**src/sv/sau_pkg.sv**
```systemverilog
`timescale 1ns / 1ps
// Shared types, widths and constants for the sigmoid activation unit.
// No dependencies; used by every module of the block.
package sau_pkg;

  localparam int X_W          = 16;   // signed Q4.12 input
  localparam int SIG_W        = 16;   // unsigned Q0.16 sigmoid
  localparam int DER_W        = 15;   // unsigned Q0.16 derivative
  localparam int Y_W          = 30;   // reduced exponent argument, Q30
  localparam int P_W          = 31;   // series value, Q30, up to 1.0
  localparam int NUM_W        = 47;   // dividend of the final division
  localparam int DEN_W        = 32;   // divisor, 1.0 + e^-|x| in Q30
  localparam int QUO_W        = 17;   // quotient, up to 65536
  localparam int REM_W        = 31;
  localparam int HORNER_TERMS = 7;

  localparam logic [30:0] LOG2E_Q30 = 31'd1549082005;
  localparam logic [29:0] LN2_Q30   = 30'd744261118;
  localparam logic [30:0] Q30_ONE   = 31'h4000_0000;
  localparam logic [46:0] Q46_ONE   = 47'h4000_0000_0000;
  localparam logic [46:0] T_ROUND   = 47'h0000_0200_0000;

  // floor(2^31 / k) for the series divisors; entry zero is never used.
  localparam logic [31:0] RECIP_Q31 [8] = '{
    32'd0,
    32'd2147483648,
    32'd1073741824,
    32'd715827882,
    32'd536870912,
    32'd429496729,
    32'd357913941,
    32'd306783378
  };

  // Per-item data that rides alongside the exponent series.
  typedef struct packed {
    logic       neg;
    logic [3:0] shift;
  } sau_side_t;

endpackage

```
**src/sv/sau_divider.sv**
```systemverilog
`timescale 1ns / 1ps
// Pipelined restoring divider, one quotient bit per register stage.
// Depends on sau_pkg. The quotient must be below 2^17 for the given operands.
module sau_divider (
  input  logic                      clk,
  input  logic                      rst,
  input  logic                      en,
  input  logic                      in_valid,
  input  logic [sau_pkg::NUM_W-1:0] num,
  input  logic [sau_pkg::DEN_W-1:0] den,
  output logic                      out_valid,
  output logic [sau_pkg::QUO_W-1:0] quo
);

  localparam int NS = sau_pkg::QUO_W;

  logic                      vld_c [NS+1];
  logic [sau_pkg::QUO_W-1:0] quo_c [NS+1];
  logic [sau_pkg::REM_W-1:0] rem_c [NS];
  logic [sau_pkg::QUO_W-1:0] low_c [NS];
  logic [sau_pkg::DEN_W-1:0] den_c [NS];

  // The top bits of the dividend are already below the divisor.
  assign vld_c[0] = in_valid;
  assign quo_c[0] = '0;
  assign rem_c[0] = {1'b0, num[sau_pkg::NUM_W-1:sau_pkg::QUO_W]};
  assign low_c[0] = num[sau_pkg::QUO_W-1:0];
  assign den_c[0] = den;

  genvar j;
  for (j = 0; j < NS; j++) begin : g_bit
    logic                      vld_o;
    logic [sau_pkg::QUO_W-1:0] quo_o;
    logic [31:0]               trial;
    logic                      fits;

    assign trial = {rem_c[j], low_c[j][sau_pkg::QUO_W-1]};
    assign fits  = trial >= den_c[j];

    always_ff @(posedge clk) begin
      if (rst) begin
        vld_o <= 1'b0;
      end else if (en) begin
        vld_o <= vld_c[j];
      end
    end

    always_ff @(posedge clk) begin
      if (en) begin
        quo_o <= {quo_c[j][sau_pkg::QUO_W-2:0], fits};
      end
    end

    assign vld_c[j+1] = vld_o;
    assign quo_c[j+1] = quo_o;

    if (j < NS - 1) begin : g_fwd
      logic [sau_pkg::REM_W-1:0] rem_o;
      logic [sau_pkg::QUO_W-1:0] low_o;
      logic [sau_pkg::DEN_W-1:0] den_o;
      logic [31:0]               diff;

      assign diff = trial - den_c[j];

      always_ff @(posedge clk) begin
        if (en) begin
          rem_o <= fits ? diff[sau_pkg::REM_W-1:0] : trial[sau_pkg::REM_W-1:0];
          low_o <= {low_c[j][sau_pkg::QUO_W-2:0], 1'b0};
          den_o <= den_c[j];
        end
      end

      assign rem_c[j+1] = rem_o;
      assign low_c[j+1] = low_o;
      assign den_c[j+1] = den_o;
    end
  end

  assign out_valid = vld_c[NS];
  assign quo       = quo_c[NS];

endmodule

```
**config.mk**
```make
export PLATFORM = sky130hd
export DESIGN_NAME = sau_divider
export DESIGN_NICKNAME = d
export VERILOG_FILES = /design/src/sv/sau_pkg.sv /design/src/sv/sau_divider.sv
export SDC_FILE = /design/constraint.sdc
export NUM_CORES = 2
export LEC_CHECK = 0
export BUFFER_PORTS_ARGS = -buffer_cell sky130_fd_sc_hd__buf_2
export CAP_MARGIN = 20
export CORE_ASPECT_RATIO = 0.7
export CORE_MARGIN = 5
export CORE_UTILIZATION = 40
export CTS_CLUSTER_SIZE = 20
export DETAILED_ROUTE_END_ITERATION = 6
export PLACE_DENSITY = 0.56
export SLEW_MARGIN = 20
export SYNTH_ARGS = -nofsm -noshare
export SYNTH_HDL_FRONTEND = slang
export SYNTH_SLANG_ARGS = --single-unit
```
**constraint.sdc**
```tcl
create_clock -name clk -period 3.2 [get_ports clk]
set_input_delay 0.32 -clock clk [delete_from_list [all_inputs] [get_ports clk]]
set_output_delay 0.32 -clock clk [all_outputs]
set_load 0.02 [all_outputs]
```
* Yosys cells after proc, flatten, opt, wreduce, memory -nomap -nowiden
Cells that the tools add are included.
** Operators by class
- Muxes and demuxes :: 16
- $lt $le $gt $ge :: 17
- Add/sub/neg operators :: 16
** Operator list (number)
- $ge A32 B32 Y1 :: 16
- $mux W31 :: 16
- $sub A31 B31 Y31 :: 16
- $ge A31 B32 Y1 :: 1
** Word-level totals
- Word-level logic and storage cells :: 131
- Register bits after elaboration :: 1314
- Output and inout port bits :: 18
- Input port bits :: 83

* Logic depth before layout (Yosys ltp)
- Depth after elaboration :: 2
- Mapped depth :: 16
- Gate-level depth less buffers :: 14

* Worst setup path before layout
Ideal clock, no wire load.
- Path type :: reg2reg
- Start :: register g_bit[2].g_fwd.den_o[0] (netlist name)
- End :: register g_bit[3].g_fwd.rem_o[14] (netlist name) (data pin)
- Clock period less this slack :: 3.535 ns
- Path buffers :: 1
- Path slack :: -0.335 ns
- Required time :: 2.940 ns
- Cell stages (with the launch flop) :: 14
- Library setup time :: 0.260 ns
- Arrival time :: 3.275 ns
- Cell sequence :: edfxtp_1 > ha_1 > fa_1 > nor2b_1 > o21ai_1 > a21boi_0 > o21ai_0 > a211oi_1 > a2111oi_0 > nor2_1 > a21oi_1 > o31ai_2 > buf_2 > mux2_2
** Between the ends
- Cells in the longest elaborated chain, start to end :: 2
- Elaborated cells on any way between the ends :: 3
- Those cells by class :: add/sub: 1; order compare: 1; mux: 1
** RTL lines
- start: declaration :: line sau_divider.sv:60 : logic [sau_pkg::DEN_W-1:0] den_o;
- start signal: assignment :: line sau_divider.sv:69 : den_o <= den_c[j];
- $sub A31 B31 Y31 or $ge A32 B32 Y1 (tied branches) :: line sau_divider.sv:63, sau_divider.sv:38
- $mux W31 * :: line sau_divider.sv:67 : rem_o <= fits ? diff[sau_pkg::REM_W-1:0] : trial[sau_pkg::REM_W-1:0];
- end signal: assignment :: line sau_divider.sv:67
- end: declaration :: line sau_divider.sv:58 : logic [sau_pkg::REM_W-1:0] rem_o;
Mark *: on every way between the ends. The rest lies on a longest branch, timed or not.
A chain may end at the register's enable or synchronous reset.

* Final worst setup path
- Start :: register g_bit[8].g_fwd.low_o[16] (netlist name)
- End :: register g_bit[9].g_fwd.rem_o[30] (netlist name) (data pin)
** Between the ends
- Cells in the longest elaborated chain, start to end :: 2
- Elaborated cells on any way between the ends :: 3
- Those cells by class :: add/sub: 1; order compare: 1; mux: 1
** RTL lines
- start: declaration :: line sau_divider.sv:59 : logic [sau_pkg::QUO_W-1:0] low_o;
- start signal: assignment :: line sau_divider.sv:68 : low_o <= {low_c[j][sau_pkg::QUO_W-2:0], 1'b0};
- $sub A31 B31 Y31 or $ge A32 B32 Y1 (tied branches) :: line sau_divider.sv:63, sau_divider.sv:38
- $mux W31 * :: line sau_divider.sv:67
- end signal: assignment :: line sau_divider.sv:67
- end: declaration :: line sau_divider.sv:58
Marked as above.

==> flow_metrics.tcl <==
set metrics [dict create \
    status "complete, but fails checks" \
    violations "negative setup slack" \
    swShare 0.372 \
    fillers 15200 \
    final.setup_skew_ps 44.0 \
    rows 130 \
    cts_buffers 143 \
    htree_levels 4 \
    wl_met1_mm 107 \
    irDropWorstVdd_mv 0.567 \
    fin_hold_ws_ps 77.6 \
    pre_cts_ws_ps -1040 \
    timing.final.max_slew_violations 0 \
    cp.arrival_ps 4270 \
    synth_nets 6911 \
    dr.pass1.iters 6 \
    grt_pass1_wl_mm 312 \
    hold_viol 0 \
    place_inst 9791 \
    place_congestion 0.938 \
    p_int_w 0.0595 \
    p_leak_nw 41.7 \
    clk_path_buf_depth 3 \
    dr_wl_met3_mm 19.7 \
    detail_route.wirelength_mm 203 \
    drc 0 \
    p_total_w 0.0947 \
    worstSetupStartpointType "flop" \
    viasPerCell 5.22 \
    clk_pin_slew_ps 60 \
    rsz0062_at_grt "true" \
    core_area_um2 179000 \
    grt_pass1_vias 52600 \
    synth_edf_count 1297 \
    synth.avg_cell_area_um2 11.4 \
    slew_headroom 0.470 \
    dr.max_layer_used "met5" \
    drive_gt1_frac 0.309 \
    drt_iter0_markers 4939 \
    syn_inst 6269 \
    critPathCaptureType "flop" \
    area_growth_pct 35.2 \
    ys_ff_latch 1314 \
    synth_area_um2 71700 \
    async_reset_ff_frac 0 \
    antenna_found_initial 4 \
    powerDensity_nw_per_um2 978 \
    setup_viol 385 \
    dominantRegCellSynth "edfxtp_1" \
    grt_start_max_net_pins 92 \
    dieArea_um2 188000 \
    layout_commonest_cell "edfxtp_1" \
    finalWorstSetupSlack_ps -549 \
    post_drt_wl_per_cell_um 19.5 \
    period_share 1.17 \
    vias 54400 \
    io_pins 101 \
    pwr-share-clk 0.178 \
    p_seq_frac 0.285 \
    switchingPower_w 0.0352 \
    hold_class "in -> reg" \
    mostFrequentLayoutCells "edfxtp_1, buf_4, inv_1, ha_1, nand2_1" \
    fin_area_um2 96900 \
    portBuffers 100 \
    synthDistinctLibCells 83 \
    clock-sinks 1314 \
    path_max_fanout 3 \
    stdcell_count 10400 \
    cp.required_ps 3720 \
    hpwl_mm 145 \
    ys_warn_count 0 \
    nNetsFinal 8568 \
    power_frac_comb 0.537 \
    ys_seq_area_frac 0.548 \
    grt_usage 0.212 \
    fp.dieH_um 364 \
    fmax_mhz 267 \
    wl_met2_mm 73.1 \
    grt-ovfl-total 0 \
    critPathKind "reg -> reg" \
    clock_latency_ps 780 \
    dpl_cell_area_um2 84300 \
    min_period_ps 3750 \
    cts_tree "built" \
    worstMarginPinSlew_ps 793 \
    die-width_um 516 \
    ant_nets 0 \
    cts_root_buffer "clkbuf_16" \
    cap_viol_max_count 0 \
    initial_core_util 0.401 \
]
critical path: stages, from the launching register on:
cell      delay [ps]
edfxtp_1         380
inv_1             70
ha_2             190
fa_2             210
nor2b_2           50
o31a_1           280
o22a_1           280
a221o_1          420
a221oi_4         350
buf_4            190
o311ai_4         100
a21o_1           220
a21o_1           190
a221o_1          340
xnor2_1          140
a21oi_1           80
cell usage after synthesis (all sizes together), types with 88 or more instances:
master  number  share of area
a21o       267          0.028
a21oi      541          0.038
clkbuf      99         0.0052
edfxtp    1297           0.54
ha         543          0.095
inv        678          0.036
mux2       162          0.026
nand2      420          0.022
nand4       88         0.0077
nor2       384          0.020
o21ai      434          0.030
xnor2      231          0.028
xor2       184          0.022
sequential cells by signal, summed over array words and instances, names as in the netlist:
name and cells:
out_valid 1, g_bit.g_fwd.den_o 512, g_bit.g_fwd.rem_o 496, quo 17, g_bit.vld_o 16, g_bit.g_fwd.low_o 136, g_bit.quo_o 136
layer usage:
layer  GRT usage  vias up
li1            -    26300
met2       0.264     1559
met1       0.353    26400
met3      0.0642      206
met5           0        -
met4      0.0373        2
power by group through the flow:
stage	Clock, W	Sequential (W)	Combinational [W]
floorplan	0	0.0259	0.0246
global placement	0	0.0271	0.0388
detailed placement	0	0.0271	0.0394
CTS	0.0173	0.0269	0.0486
global route	0.0181	0.0273	0.0549
finish	0.0169	0.0270	0.0509
logic make-up after synthesis:
group	share of synthesized area
flops	0.548
mux	0.0293
compound gates	0.145
buf+inv	0.0428
simple gates	0.0853
fa+ha+maj	0.0992
xor+xnor	0.0507
path summary, 6_finish.rpt:
| path | from | to | slack, ps | depth (start not counted) |
|---|---|---|---|---|
| worst max-delay path | g_bit[8].g_fwd.low_o[16] | g_bit[9].g_fwd.rem_o[30] | -550 | 15 |
| worst min-delay path | den[0] | g_bit[0].g_fwd.rem_o[0] | 80 | 3 |
| worst max register to register | g_bit[8].g_fwd.low_o[16] | g_bit[9].g_fwd.rem_o[30] | -550 | 15 |
| worst min register to register | g_bit[9].g_fwd.low_o[15] | g_bit[10].g_fwd.low_o[16] | 400 | 0 |
metrics by stage:
stage | TNS (ps) | utilization
6_report | -93840 | 0.542
4_1_cts | -78820 | 0.537
3_5_place_dp | -220540 | 0.472
5_1_grt | -159630 | 0.542
3_3_place_gp | -206200 | 0.472
2_1_floorplan | -1870 | -
repair_timing:
action,4_1_cts,5_1_grt
hold endpoints to repair,96,0
pin swaps,265,85
setup buffers,270,33
hold buffers,83,0
endpoints found under the setup margin,478,472
cloned,33,5
gates resized for setup,829,214
area by class of cell:
type / instances / area (um2) / share of cell area
antenna: 2 / 5.00 / 0.0000517
clock buffer: 172 / 3710 / 0.0383
clock inverter: 83 / 1000 / 0.0103
inverter: 678 / 2560 / 0.0264
multi-input combinational: 4151 / 33000 / 0.341
sequential: 1314 / 39300 / 0.406
tap: 2376 / 2970 / 0.0307
timing repair buffer: 1638 / 14300 / 0.148
Power figures use the tool's default switching activity.
